## src/rtl/xdopc_pkg.sv

```systemverilog
// Package for the X-drive odometry P controller.
// Types, constants and helper functions shared by xdopc_unit and the top level.
// No dependencies.
package xdopc_pkg;

  localparam int unsigned McandW  = 32;
  localparam int unsigned MplierW = 51;
  localparam int unsigned ResW    = 66;
  localparam int unsigned CntW    = 6;

  localparam logic [CntW-1:0] MulSteps = CntW'(33);
  localparam logic [CntW-1:0] DivSteps = CntW'(51);

  localparam logic [25:0] WheelK = 26'd37269603;
  localparam logic [29:0] DiagC  = 30'd759250125;
  localparam logic [31:0] TurnG  = 32'd3467971343;
  localparam logic signed [26:0] Heading180 = 27'sd11796480;

  localparam logic signed [31:0] RstTargetX     = 32'sd0;
  localparam logic signed [31:0] RstTargetY     = 32'sd0;
  localparam logic signed [25:0] RstTargetHead  = 26'sd5898240;
  localparam logic [15:0]        RstCountsRev   = 16'd200;
  localparam logic [30:0]        RstOutputLimit = 31'd242483;

  typedef enum logic {
    UOP_MUL,
    UOP_DIV
  } unit_op_e;

  typedef struct packed {
    logic     start;
    unit_op_e op;
  } unit_ctrl_t;

  typedef struct packed {
    logic busy;
    logic done;
  } unit_stat_t;

  typedef enum logic [2:0] {
    CFG_TARGET_X       = 3'd0,
    CFG_TARGET_Y       = 3'd1,
    CFG_TARGET_HEADING = 3'd2,
    CFG_COUNTS_PER_REV = 3'd3,
    CFG_OUTPUT_LIMIT   = 3'd4
  } cfg_idx_e;

  typedef enum logic [3:0] {
    ST_IDLE,
    ST_SUMS,
    ST_MULX,
    ST_DIVX,
    ST_MULY,
    ST_DIVY,
    ST_ERRS,
    ST_MULG,
    ST_MULA,
    ST_MULB,
    ST_OUT
  } ctrl_state_e;

  function automatic logic signed [31:0] sat32(input logic signed [52:0] v);
    logic signed [52:0] hi;
    logic signed [52:0] lo;
    hi = 53'sd2147483647;
    lo = -53'sd2147483648;
    if (v > hi) begin
      sat32 = 32'h7fffffff;
    end else if (v < lo) begin
      sat32 = 32'h80000000;
    end else begin
      sat32 = v[31:0];
    end
  endfunction

  function automatic logic signed [31:0] clamp_lim(input logic signed [33:0] v,
                                                   input logic [30:0] lim);
    logic signed [33:0] pos;
    logic signed [33:0] neg;
    pos = $signed({3'b000, lim});
    neg = -pos;
    if (v > pos) begin
      clamp_lim = pos[31:0];
    end else if (v < neg) begin
      clamp_lim = neg[31:0];
    end else begin
      clamp_lim = v[31:0];
    end
  endfunction

  function automatic logic [32:0] abs33(input logic signed [33:0] v);
    logic signed [33:0] n;
    n = -v;
    abs33 = v[33] ? n[32:0] : v[32:0];
  endfunction

  // floor((p + 2^29) / 2^30) with p = +/- mag
  function automatic logic signed [35:0] rnd30(input logic neg, input logic [64:0] mag);
    logic signed [65:0] p;
    logic signed [65:0] w;
    p = $signed({1'b0, mag});
    if (neg) begin
      p = -p;
    end
    w = p + 66'sd536870912;
    rnd30 = w[65:30];
  endfunction

endpackage

```

## src/rtl/xdopc_unit.sv

```systemverilog
// Shared bit-serial arithmetic unit: shift-add multiply and restoring divide.
// One bit per cycle; operands are unsigned magnitudes. Uses xdopc_pkg.
module xdopc_unit (
  input  logic                           clk_i,
  input  logic                           rst_ni,
  input  xdopc_pkg::unit_ctrl_t          ctrl_i,
  input  logic [xdopc_pkg::McandW-1:0]   mcand_i,
  input  logic [xdopc_pkg::MplierW-1:0]  mplier_i,
  output xdopc_pkg::unit_stat_t          stat_o,
  output logic [xdopc_pkg::ResW-1:0]     result_o
);

  logic                          busy_q, busy_d;
  logic                          done_q, done_d;
  xdopc_pkg::unit_op_e           op_q, op_d;
  logic [xdopc_pkg::CntW-1:0]    cnt_q, cnt_d;
  logic [67:0]                   w_q, w_d;
  logic [xdopc_pkg::McandW-1:0]  mcand_q, mcand_d;

  logic [34:0] mul_sum;
  logic [16:0] div_shift;
  logic [17:0] div_diff;
  logic        div_ge;
  logic [16:0] div_rem;

  always_comb begin
    mul_sum   = w_q[67:33] + (w_q[0] ? {3'b000, mcand_q} : 35'd0);
    div_shift = {w_q[66:51], w_q[50]};
    div_diff  = {1'b0, div_shift} - {2'b00, mcand_q[15:0]};
    div_ge    = ~div_diff[17];
    div_rem   = div_ge ? div_diff[16:0] : div_shift;

    busy_d  = busy_q;
    done_d  = 1'b0;
    op_d    = op_q;
    cnt_d   = cnt_q;
    w_d     = w_q;
    mcand_d = mcand_q;

    if (ctrl_i.start) begin
      busy_d  = 1'b1;
      op_d    = ctrl_i.op;
      mcand_d = mcand_i;
      if (ctrl_i.op == xdopc_pkg::UOP_MUL) begin
        cnt_d = xdopc_pkg::MulSteps;
        w_d   = {35'd0, mplier_i[32:0]};
      end else begin
        cnt_d = xdopc_pkg::DivSteps;
        w_d   = {17'd0, mplier_i};
      end
    end else if (busy_q) begin
      cnt_d = cnt_q - 1'b1;
      if (op_q == xdopc_pkg::UOP_MUL) begin
        w_d = {1'b0, mul_sum, w_q[32:1]};
      end else begin
        w_d = {div_rem, w_q[49:0], div_ge};
      end
      if (cnt_q == xdopc_pkg::CntW'(1)) begin
        busy_d = 1'b0;
        done_d = 1'b1;
      end
    end
  end

  always_ff @(posedge clk_i or negedge rst_ni) begin
    if (!rst_ni) begin
      busy_q <= 1'b0;
      done_q <= 1'b0;
      op_q   <= xdopc_pkg::UOP_MUL;
      cnt_q  <= '0;
    end else begin
      busy_q <= busy_d;
      done_q <= done_d;
      op_q   <= op_d;
      cnt_q  <= cnt_d;
    end
  end

  always_ff @(posedge clk_i) begin
    w_q     <= w_d;
    mcand_q <= mcand_d;
  end

  assign stat_o.busy = busy_q;
  assign stat_o.done = done_q;
  assign result_o    = w_q[65:0];

  a_start_when_free: assert property (@(posedge clk_i) disable iff (!rst_ni)
    ctrl_i.start |-> !busy_q)
    else $error("unit started while busy");

  a_done_ends_run: assert property (@(posedge clk_i) disable iff (!rst_ni)
    done_q |-> (!busy_q && $past(busy_q)))
    else $error("done without a finished run");

  a_busy_counts: assert property (@(posedge clk_i) disable iff (!rst_ni)
    busy_q |-> (cnt_q != '0))
    else $error("busy with empty step count");

endmodule

```

## src/rtl/xdrive_odometry_p_controller_unit.sv

```systemverilog
// X-drive odometry with proportional position and heading control.
// Takes one input word at a time: s_axis_tready is high only in idle, and the
// word is worked through the shared bit-serial unit, two multiply-divide pairs
// plus three multiplies per word; the result waits in ST_OUT for a free output.
// Output register holds a result while the next word is taken.
// Reset clears wheel counts and position, and loads register defaults.
module xdrive_odometry_p_controller_unit (
  input  logic         clk_i,
  input  logic         rst_ni,
  input  logic         s_axis_tvalid,
  output logic         s_axis_tready,
  // wheel_count_a, wheel_count_b, wheel_count_c, wheel_count_d, measured_heading
  input  logic [159:0] s_axis_tdata,
  output logic         m_axis_tvalid,
  input  logic         m_axis_tready,
  // speed_a, speed_b, speed_c, speed_d
  output logic [127:0] m_axis_tdata,
  input  logic         cfg_we_i,
  input  logic [2:0]   cfg_addr_i,
  input  logic [31:0]  cfg_wdata_i
);

  xdopc_pkg::ctrl_state_e state_q, state_d;
  logic issued_q, issued_d;

  logic signed [31:0] tgt_x_q, tgt_x_d;
  logic signed [31:0] tgt_y_q, tgt_y_d;
  logic signed [25:0] tgt_h_q, tgt_h_d;
  logic [15:0]        cpr_q, cpr_d;
  logic [30:0]        lim_q, lim_d;

  logic [31:0]        last_q [4];
  logic [31:0]        last_d [4];
  logic signed [31:0] pos_x_q, pos_x_d;
  logic signed [31:0] pos_y_q, pos_y_d;

  logic signed [31:0] dlt_q [4];
  logic signed [31:0] dlt_d [4];
  logic signed [25:0] meas_q, meas_d;
  logic signed [33:0] sx_q, sx_d;
  logic signed [33:0] sy_q, sy_d;
  logic signed [31:0] ux_q, ux_d;
  logic signed [31:0] uy_q, uy_d;
  logic signed [31:0] ut_q, ut_d;
  logic signed [35:0] g_q, g_d;
  logic signed [35:0] a_q, a_d;
  logic signed [35:0] b_q, b_d;
  logic signed [35:0] c_q, c_d;
  logic signed [35:0] e_q, e_d;

  logic               out_vld_q, out_vld_d;
  logic signed [31:0] spd_q [4];
  logic signed [31:0] spd_d [4];

  xdopc_pkg::unit_ctrl_t           u_ctrl;
  xdopc_pkg::unit_stat_t           u_stat;
  logic [xdopc_pkg::McandW-1:0]    u_mcand;
  logic [xdopc_pkg::MplierW-1:0]   u_mplier;
  logic [xdopc_pkg::ResW-1:0]      u_res;

  logic [15:0]        cpr_eff;
  logic signed [32:0] s0;
  logic signed [32:0] s1;
  logic signed [52:0] q_sgn;
  logic signed [33:0] err_x;
  logic signed [33:0] err_y;
  logic signed [26:0] head_tm;
  logic signed [26:0] head_mt;
  logic signed [26:0] head_e;

  xdopc_unit u_unit (
    .clk_i   (clk_i),
    .rst_ni  (rst_ni),
    .ctrl_i  (u_ctrl),
    .mcand_i (u_mcand),
    .mplier_i(u_mplier),
    .stat_o  (u_stat),
    .result_o(u_res)
  );

  always_comb begin
    cpr_eff = (cpr_q == 16'd0) ? 16'd1 : cpr_q;
    s0      = $signed({ux_q[31], ux_q}) + $signed({uy_q[31], uy_q});
    s1      = $signed({ux_q[31], ux_q}) - $signed({uy_q[31], uy_q});
    err_x   = $signed({{2{tgt_x_q[31]}}, tgt_x_q}) - $signed({{2{pos_x_q[31]}}, pos_x_q});
    err_y   = $signed({{2{tgt_y_q[31]}}, tgt_y_q}) - $signed({{2{pos_y_q[31]}}, pos_y_q});
    head_tm = $signed({tgt_h_q[25], tgt_h_q}) - $signed({meas_q[25], meas_q});
    head_mt = $signed({meas_q[25], meas_q}) - $signed({tgt_h_q[25], tgt_h_q});
    head_e  = (head_tm == xdopc_pkg::Heading180) ? xdopc_pkg::Heading180 : head_mt;
    q_sgn   = $signed({2'b00, u_res[50:0]});

    state_d   = state_q;
    issued_d  = issued_q;
    tgt_x_d   = tgt_x_q;
    tgt_y_d   = tgt_y_q;
    tgt_h_d   = tgt_h_q;
    cpr_d     = cpr_q;
    lim_d     = lim_q;
    last_d    = last_q;
    pos_x_d   = pos_x_q;
    pos_y_d   = pos_y_q;
    dlt_d     = dlt_q;
    meas_d    = meas_q;
    sx_d      = sx_q;
    sy_d      = sy_q;
    ux_d      = ux_q;
    uy_d      = uy_q;
    ut_d      = ut_q;
    g_d       = g_q;
    a_d       = a_q;
    b_d       = b_q;
    c_d       = c_q;
    e_d       = e_q;
    spd_d     = spd_q;
    out_vld_d = out_vld_q;

    u_ctrl.start = 1'b0;
    u_ctrl.op    = xdopc_pkg::UOP_MUL;
    u_mcand      = '0;
    u_mplier     = '0;

    if (out_vld_q && m_axis_tready) begin
      out_vld_d = 1'b0;
    end

    if (cfg_we_i) begin
      case (xdopc_pkg::cfg_idx_e'(cfg_addr_i))
        xdopc_pkg::CFG_TARGET_X:       tgt_x_d = cfg_wdata_i;
        xdopc_pkg::CFG_TARGET_Y:       tgt_y_d = cfg_wdata_i;
        xdopc_pkg::CFG_TARGET_HEADING: tgt_h_d = cfg_wdata_i[25:0];
        xdopc_pkg::CFG_COUNTS_PER_REV: cpr_d   = cfg_wdata_i[15:0];
        xdopc_pkg::CFG_OUTPUT_LIMIT:   lim_d   = cfg_wdata_i[30:0];
        default: ;
      endcase
    end

    case (state_q)
      xdopc_pkg::ST_IDLE: begin
        if (s_axis_tvalid) begin
          for (int i = 0; i < 4; i++) begin
            last_d[i] = s_axis_tdata[32*i +: 32];
            dlt_d[i]  = s_axis_tdata[32*i +: 32] - last_q[i];
          end
          meas_d  = s_axis_tdata[153:128];
          state_d = xdopc_pkg::ST_SUMS;
        end
      end
      xdopc_pkg::ST_SUMS: begin
        sx_d = $signed({{2{dlt_q[0][31]}}, dlt_q[0]}) + $signed({{2{dlt_q[1][31]}}, dlt_q[1]})
             - $signed({{2{dlt_q[2][31]}}, dlt_q[2]}) - $signed({{2{dlt_q[3][31]}}, dlt_q[3]});
        sy_d = $signed({{2{dlt_q[0][31]}}, dlt_q[0]}) - $signed({{2{dlt_q[1][31]}}, dlt_q[1]})
             - $signed({{2{dlt_q[2][31]}}, dlt_q[2]}) + $signed({{2{dlt_q[3][31]}}, dlt_q[3]});
        state_d = xdopc_pkg::ST_MULX;
      end
      xdopc_pkg::ST_MULX, xdopc_pkg::ST_MULY: begin
        u_ctrl.op = xdopc_pkg::UOP_MUL;
        u_mcand   = {6'd0, xdopc_pkg::WheelK};
        u_mplier  = {18'd0, xdopc_pkg::abs33((state_q == xdopc_pkg::ST_MULX) ? sx_q : sy_q)};
        if (!issued_q) begin
          u_ctrl.start = 1'b1;
          issued_d     = 1'b1;
        end else if (u_stat.done) begin
          issued_d = 1'b0;
          state_d  = (state_q == xdopc_pkg::ST_MULX) ? xdopc_pkg::ST_DIVX : xdopc_pkg::ST_DIVY;
        end
      end
      xdopc_pkg::ST_DIVX: begin
        u_ctrl.op = xdopc_pkg::UOP_DIV;
        u_mcand   = {16'd0, cpr_eff};
        u_mplier  = u_res[58:8];
        if (!issued_q) begin
          u_ctrl.start = 1'b1;
          issued_d     = 1'b1;
        end else if (u_stat.done) begin
          issued_d = 1'b0;
          pos_x_d  = xdopc_pkg::sat32($signed({{21{pos_x_q[31]}}, pos_x_q})
                                      + (sx_q[33] ? -q_sgn : q_sgn));
          state_d  = xdopc_pkg::ST_MULY;
        end
      end
      xdopc_pkg::ST_DIVY: begin
        u_ctrl.op = xdopc_pkg::UOP_DIV;
        u_mcand   = {16'd0, cpr_eff};
        u_mplier  = u_res[58:8];
        if (!issued_q) begin
          u_ctrl.start = 1'b1;
          issued_d     = 1'b1;
        end else if (u_stat.done) begin
          issued_d = 1'b0;
          pos_y_d  = xdopc_pkg::sat32($signed({{21{pos_y_q[31]}}, pos_y_q})
                                      + (sy_q[33] ? -q_sgn : q_sgn));
          state_d  = xdopc_pkg::ST_ERRS;
        end
      end
      xdopc_pkg::ST_ERRS: begin
        ux_d    = xdopc_pkg::clamp_lim(err_x, lim_q);
        uy_d    = xdopc_pkg::clamp_lim(err_y, lim_q);
        ut_d    = xdopc_pkg::clamp_lim({{7{head_e[26]}}, head_e}, lim_q);
        state_d = xdopc_pkg::ST_MULG;
      end
      xdopc_pkg::ST_MULG: begin
        u_ctrl.op = xdopc_pkg::UOP_MUL;
        u_mcand   = xdopc_pkg::TurnG;
        u_mplier  = {18'd0, xdopc_pkg::abs33({{2{ut_q[31]}}, ut_q})};
        if (!issued_q) begin
          u_ctrl.start = 1'b1;
          issued_d     = 1'b1;
        end else if (u_stat.done) begin
          issued_d = 1'b0;
          g_d      = xdopc_pkg::rnd30(ut_q[31], u_res[64:0]);
          state_d  = xdopc_pkg::ST_MULA;
        end
      end
      xdopc_pkg::ST_MULA: begin
        u_ctrl.op = xdopc_pkg::UOP_MUL;
        u_mcand   = {2'b00, xdopc_pkg::DiagC};
        u_mplier  = {18'd0, xdopc_pkg::abs33({s0[32], s0})};
        if (!issued_q) begin
          u_ctrl.start = 1'b1;
          issued_d     = 1'b1;
        end else if (u_stat.done) begin
          issued_d = 1'b0;
          a_d      = xdopc_pkg::rnd30(s0[32], u_res[64:0]);
          c_d      = xdopc_pkg::rnd30(~s0[32], u_res[64:0]);
          state_d  = xdopc_pkg::ST_MULB;
        end
      end
      xdopc_pkg::ST_MULB: begin
        u_ctrl.op = xdopc_pkg::UOP_MUL;
        u_mcand   = {2'b00, xdopc_pkg::DiagC};
        u_mplier  = {18'd0, xdopc_pkg::abs33({s1[32], s1})};
        if (!issued_q) begin
          u_ctrl.start = 1'b1;
          issued_d     = 1'b1;
        end else if (u_stat.done) begin
          issued_d = 1'b0;
          b_d      = xdopc_pkg::rnd30(s1[32], u_res[64:0]);
          e_d      = xdopc_pkg::rnd30(~s1[32], u_res[64:0]);
          state_d  = xdopc_pkg::ST_OUT;
        end
      end
      xdopc_pkg::ST_OUT: begin
        if (!out_vld_q || m_axis_tready) begin
          spd_d[0]  = xdopc_pkg::sat32({{17{a_q[35]}}, a_q} + {{17{g_q[35]}}, g_q});
          spd_d[1]  = xdopc_pkg::sat32({{17{b_q[35]}}, b_q} + {{17{g_q[35]}}, g_q});
          spd_d[2]  = xdopc_pkg::sat32({{17{c_q[35]}}, c_q} + {{17{g_q[35]}}, g_q});
          spd_d[3]  = xdopc_pkg::sat32({{17{e_q[35]}}, e_q} + {{17{g_q[35]}}, g_q});
          out_vld_d = 1'b1;
          state_d   = xdopc_pkg::ST_IDLE;
        end
      end
      default: begin
        state_d  = xdopc_pkg::ST_IDLE;
        issued_d = 1'b0;
      end
    endcase
  end

  always_ff @(posedge clk_i or negedge rst_ni) begin
    if (!rst_ni) begin
      state_q   <= xdopc_pkg::ST_IDLE;
      issued_q  <= 1'b0;
      out_vld_q <= 1'b0;
      tgt_x_q   <= xdopc_pkg::RstTargetX;
      tgt_y_q   <= xdopc_pkg::RstTargetY;
      tgt_h_q   <= xdopc_pkg::RstTargetHead;
      cpr_q     <= xdopc_pkg::RstCountsRev;
      lim_q     <= xdopc_pkg::RstOutputLimit;
      pos_x_q   <= '0;
      pos_y_q   <= '0;
      for (int i = 0; i < 4; i++) begin
        last_q[i] <= '0;
      end
    end else begin
      state_q   <= state_d;
      issued_q  <= issued_d;
      out_vld_q <= out_vld_d;
      tgt_x_q   <= tgt_x_d;
      tgt_y_q   <= tgt_y_d;
      tgt_h_q   <= tgt_h_d;
      cpr_q     <= cpr_d;
      lim_q     <= lim_d;
      pos_x_q   <= pos_x_d;
      pos_y_q   <= pos_y_d;
      last_q    <= last_d;
    end
  end

  always_ff @(posedge clk_i) begin
    dlt_q  <= dlt_d;
    meas_q <= meas_d;
    sx_q   <= sx_d;
    sy_q   <= sy_d;
    ux_q   <= ux_d;
    uy_q   <= uy_d;
    ut_q   <= ut_d;
    g_q    <= g_d;
    a_q    <= a_d;
    b_q    <= b_d;
    c_q    <= c_d;
    e_q    <= e_d;
    spd_q  <= spd_d;
  end

  assign s_axis_tready = (state_q == xdopc_pkg::ST_IDLE);
  assign m_axis_tvalid = out_vld_q;
  assign m_axis_tdata  = {spd_q[3], spd_q[2], spd_q[1], spd_q[0]};

endmodule
```

## config.mk

```make
export PLATFORM = sky130hd
export DESIGN_NAME = xdrive_odometry_p_controller_unit
export DESIGN_NICKNAME = d
export VERILOG_FILES = /design/src/rtl/xdopc_pkg.sv /design/src/rtl/xdopc_unit.sv /design/src/rtl/xdrive_odometry_p_controller_unit.sv
export SDC_FILE = /design/constraint.sdc
export NUM_CORES = 2
export LEC_CHECK = 0
export BUFFER_PORTS_ARGS = -buffer_cell sky130_fd_sc_hd__buf_2
export CAP_MARGIN = 10
export CORE_UTILIZATION = 34
export DETAILED_ROUTE_END_ITERATION = 10
export GPL_ROUTABILITY_DRIVEN = 0
export PLACE_DENSITY_LB_ADDON = 0.05
export SKIP_CTS_REPAIR_TIMING = 1
export SLEW_MARGIN = 30
export SYNTH_ARGS = -nofsm -noshare
export SYNTH_HDL_FRONTEND = slang
export SYNTH_HIERARCHICAL = 1
export SYNTH_SLANG_ARGS = --single-unit
```

## constraint.sdc

```tcl
create_clock -name clk_i -period 13.4 [get_ports clk_i]
set_input_delay 0.67 -clock clk_i [delete_from_list [all_inputs] [get_ports clk_i]]
set_output_delay 0.67 -clock clk_i [all_outputs]
set_load 0.02 [all_outputs]
```

-- Word-level counts from Yosys, hierarchy flattened
Index checks and enable logic that the tools add are counted.
- word-level logic and storage cells: 238
- bits of input ports: 200
- register bits: 1070
- output and inout bits: 130
- $lt $le $gt $ge: 18
- bitwise operators: 1
- mux-type cells: 84
- $add $sub $neg: 37
- reductions and logical operators: 26
- eq/ne operators: 30
- operator list (operator ; count):
    $mux W66 ; 20
    $mux W32 ; 12
    $add A66 B31 Y66 const B ; 5
    $pmux W51 S5 ; 1
    $mux W68 ; 3
    $add A36 B36 Y37 ; 4
    $gt A37 B32 Y1 const B ; 4
    $lt A37 B32 Y1 const B ; 4
    $mux W33 ; 4
    $sub A32 B32 Y33 ; 4
    $pmux W32 S4 ; 1
    $sub A32 B32 Y32 ; 4
    $add A32 B53 Y53 ; 2
    $gt A53 B32 Y1 const B ; 2
    $lt A53 B32 Y1 const B ; 2
    $mux W53 ; 2
    $neg A33 Y33 ; 3
    $mux W31 ; 3
    $lt A33 B34 Y1 ; 2
    $sub A33 B32 Y34 ; 2
    $add A32 B32 Y33 ; 2
    $gt A33 B32 Y1 ; 2
    $neg A65 Y66 ; 1
    $mux W4 ; 14
    49 further kinds ; 93

-- Depth between registers and ports, before layout
- word-level depth: 7
- mapped depth: 31
- mapped depth without buffers: 28

-- By module
The synthesis kept the hierarchy.
- modules (own cells, without submodules) (module ; sequential area each (µm²) ; area each (µm²) ; cells an instance ; instances):
    xdrive_odometry_p_controller_unit ; 27203.6 ; 89296.9 ; 10257 ; 1
    xdopc_unit ; 3228.1 ; 8139.1 ; 861 ; 1

-- Least setup slack after synthesis
No wires, ideal clock.
- kind: flip-flop to flip-flop
- from: reg state_q[2]
- to: reg spd_q (netlist bit m_axis_tdata[0]), enable pin
- setup slack: 3.074 ns
- path buffers: 2
- stages on the path, launching flop included: 5
- library setup time: 0.772 ns
- arrival time: 9.554 ns
- required time: 12.628 ns
- period minus slack after synthesis: 10.326 ns
- cell sequence: dfrtp_1 > clkbuf_1 > nand2b_1 > clkbuf_1 > nor3_1
- longest elaborated chain between the ends: 2
- RTL lines (item ; line ; source):
    start, declared ; xdrive_odometry_p_controller_unit.sv:23 ; xdopc_pkg::ctrl_state_e state_q, state_d;
    start signal, assigned ; xdrive_odometry_p_controller_unit.sv:261 ; state_q <= xdopc_pkg::ST_IDLE;
    start signal, assigned ; xdrive_odometry_p_controller_unit.sv:275 ; state_q <= state_d;
    $eq A4 B4 Y1 ; xdrive_odometry_p_controller_unit.sv:137 ; case (state_q)
    $reduce_and A2 Y1 (no line) ; n/a ;
    end signal, assigned ; xdrive_odometry_p_controller_unit.sv:302 ; spd_q <= spd_d;
    end, declared ; xdrive_odometry_p_controller_unit.sv:52 ; logic signed [31:0] spd_q [4];
Every way passes these cells.
A chain may end at the register's enable or synchronous reset.

-- Final worst setup path
- from: reg tgt_h_q[20]
- to: reg ut_q[25] (data pin)
- longest elaborated chain between the ends: 6
- elaborated cells on any way between the ends: 8
- those cells by class: add/sub (2); order compare (2); eq/ne (1); mux (3)
- RTL lines (item ; line ; source):
    start, declared ; xdrive_odometry_p_controller_unit.sv:28 ; logic signed [25:0] tgt_h_q, tgt_h_d;
    start signal, assigned ; xdrive_odometry_p_controller_unit.sv:266 ; tgt_h_q <= xdopc_pkg::RstTargetHead;
    start signal, assigned ; xdrive_odometry_p_controller_unit.sv:280 ; tgt_h_q <= tgt_h_d;
    $sub A26 B26 Y27 ; xdrive_odometry_p_controller_unit.sv:87 ; head_tm = $signed({tgt_h_q[25], tgt_h_q}) - $signed({meas_q[25], meas_q});
    $eq A27 B25 Y1 ; xdrive_odometry_p_controller_unit.sv:89 ; head_e = (head_tm == xdopc_pkg::Heading180) ? xdopc_pkg::Heading180 : head_mt;
    $mux W27 * ; xdrive_odometry_p_controller_unit.sv:89 ;
    $lt A27 B34 Y1 ; xdopc_pkg.sv:84 ; end else if (v < neg) begin
    $mux W32 ; xdopc_pkg.sv:84 ;
    $mux W31 * ; xdopc_pkg.sv:82 ; if (v > pos) begin
    end signal, assigned ; xdrive_odometry_p_controller_unit.sv:296 ; ut_q <= ut_d;
    end, declared ; xdrive_odometry_p_controller_unit.sv:44 ; logic signed [31:0] ut_q, ut_d;
Mark *: on every way between the ends. The rest lies on a longest branch, timed or not.

==> flow_metrics.py <==
metrics = {
    "outcome": {
        "status": "finished clean",
    },
    "global_route": {
        "grt_overflow": 0,
        "track_usage": 0.246,
        "grt_pass1_vias": 82100,
        "antenna_found_initial": 15,
        "grt_max_degree": 158,
        "grt_first_pass_wirelength_um": 536000,
    },
    "detailed_routing": {
        "routed_wl_um": 364000,
        "drtPass1Iterations": 5,
        "wire_per_inst_um": 24.1,
        "vias": 84100,
        "drtIter0Drc": 5998,
        "vias_per_cell": 5.57,
        "drc": 0,
        "ant_nets": 0,
    },
    "setup_path": {
        "rr_worst_depth": 27,
        "crit_buf_inv": 2,
        "crit_arrival_ns": 8.82,
        "cp.depth": 27,
        "crit_type": "reg -> reg",
        "crit_slowest_cell": "a211oi_1",
        "slowest_delay_ns": 0.60,
        "cp-end-kind": "flop",
        "cp.required_ns": 14.01,
        "startpoint_type": "flop",
        "critPathMaxFanout": 36,
        "cpLargestDelayFamily": "compound AO/OA/AOI/OAI gates",
    },
    "yosys": {
        "synth_area_um2": 97400,
        "syn_area_per_cell_um2": 8.76,
        "syn_inst": 11100,
        "yosysWarnings": 6,
    },
    "layout": {
        "area_delta_synth_final_pct": 10.7,
        "finalNetCount": 12400,
        "final_core_util": 0.379,
        "drive_gt1_frac": 0.0878,
    },
    "hold_path": {
        "worstHoldPathType": "in -> reg",
        "hold_path_depth": 1,
    },
    "die": {
        "die_y_um": 537,
        "dieArea_um2": 289000,
        "core_um2": 285000,
        "row_count": 196,
        "die_width_um": 537,
        "initial_core_util": 0.342,
        "io_pins": 330,
    },
    "sta": {
        "drv_slew": 0,
        "fin_crit_ns": 8.21,
        "clock_skew_ns": 0.0675,
        "fmax_mhz": 122,
        "final.setup.tns_ns": 0,
        "grt_setup_unrepaired": "false",
        "worstMarginPinSlew_ns": 1.14,
        "slew-limit-headroom": 0.237,
        "whs_ns": 0.0260,
        "period_share": 0.613,
        "setup_violations": 0,
        "hold_violations": 0,
    },
    "clock_tree": {
        "cts_sinks": 1070,
        "cts_buffers": 145,
        "clkSlewWorstSetupHoldPaths_ns": 0.05,
        "clock-root-buffer": "clkbuf_16",
        "cts_max_level": 4,
        "clk_latency_ns": 0.87,
        "clk_path_buf_depth": 4,
        "cts_tree": "done",
    },
    "flow_run": {
        "cap_violations": 0,
    },
    "placement": {
        "dpl.hpwl_um": 288000,
        "portBuffers": 323,
    },
    "power_and_ir_drop": {
        "vdd_drop_max_mv": 0.247,
        "p_leak_nw": 44.0,
        "power_density_nw_per_um2": 279,
    },
}
power breakdown:
group | switching (mW) | leakage (nW) | internal [mW]
clock | 1.62 | 2.29 | 2.28
combinational | 12.6 | 30.9 | 7.70
sequential | 0.705 | 10.7 | 5.27
metal layers:
layer | wire (um) | global-route usage
met1 | 159000 | 0.317
met2 | 173000 | 0.419
met3 | 15800 | 0.0225
met4 | 16200 | 0.103
met5 | 0 | 0
cells in the final DEF, fill, tap and decap left out, drive strengths merged, types with 41 or more instances in the layout:
cell / count
clkinv: 61
xnor2: 816
or4: 43
o31ai: 86
a21o: 374
xor2: 252
o211ai: 97
clkbuf: 185
o21bai: 87
a211oi: 120
o21a: 129
and2: 109
nand2b: 128
or2: 41
o22ai: 58
or3: 110
edfxtp: 726
fa: 147
nor3: 282
inv: 725
o21ai: 867
nand4: 126
nor2: 783
a31oi: 97
nor4: 92
dfrtp: 326
and3: 87
a21oi: 812
mux2i: 145
nand2: 972
mux2: 99
buf: 473
nor2b: 132
nand3: 240
ha: 872
state kept, by name, summed over array words and instances, names as in the netlist, 32 cells and up:
name and count:
a_q 36, b_q 36, c_q 36, dlt_q 128, e_q 36, g_q 36, last_q 128, m_axis_tdata 128
pos_x_q 32, pos_y_q 32, sx_q 34, sy_q 34, tgt_x_q 32, tgt_y_q 32, u_unit/mcand_q 32, u_unit/w_q 68
ut_q 32, ux_q 32, uy_q 32
worst register-to-register path, cell delays in order (launching register included):
cell and delay (ns):
dfstp_2 0.53, inv_1 0.05, ha_1 0.49, nand2_1 0.25, nor3b_1 0.20, a21oi_1 0.21
o211ai_1 0.12, a311o_1 0.32, or4_1 0.53, nor4_1 0.22, o2111ai_1 0.15, a2111oi_0 0.55
o2111ai_1 0.46, nand2_1 0.37, ha_1 0.20, nand4_1 0.10, nor2_1 0.18, nand3_1 0.15
nor3_1 0.27, nand3_1 0.14, o221a_2 0.26, a211oi_1 0.60, o211ai_1 0.21, o21ai_2 0.17
buf_4 0.39, nor2_1 0.37, o2bb2ai_1 0.28, a21o_1 0.21
cell type report:
type	count	area (um2)
fillers	29000	177000
multi-input cells	8775	62300
flip-flops and latches	1070	30400
well taps	3762	4710
clock buffers	185	3970
repair buffers	494	3040
inverters	726	2730
clock inverters	73	677
diodes	10	25.0
final timing paths:
path                       slack [ns]               from           to
setup / recovery                 5.19        tgt_h_q[20]     ut_q[25]
max in group asynchronous       11.07             rst_ni  tgt_y_q[24]
hold / removal                   0.03  s_axis_tdata[145]   meas_q[17]
setup reg to reg                 5.19        tgt_h_q[20]     ut_q[25]
hold reg to reg                  0.48         last_q[64]   last_q[64]
min in group asynchronous        0.42             rst_ni   last_q[31]
metrics by stage:
stage / total power, mW / instances / worst slack (ns) / cell area, um2
after floorplan: 20.3 / 11100 / 3.07 / 97400
after global placement: 26.1 / 14800 / 5.20 / 103000
after detailed placement: 26.2 / 14800 / 5.21 / 103000
after CTS: 30.4 / 15100 / 5.21 / 108000
after global routing: 32.6 / 15100 / 4.55 / 108000
final: 30.1 / 15100 / 5.19 / 108000
(Power assumes the default switching activity.)
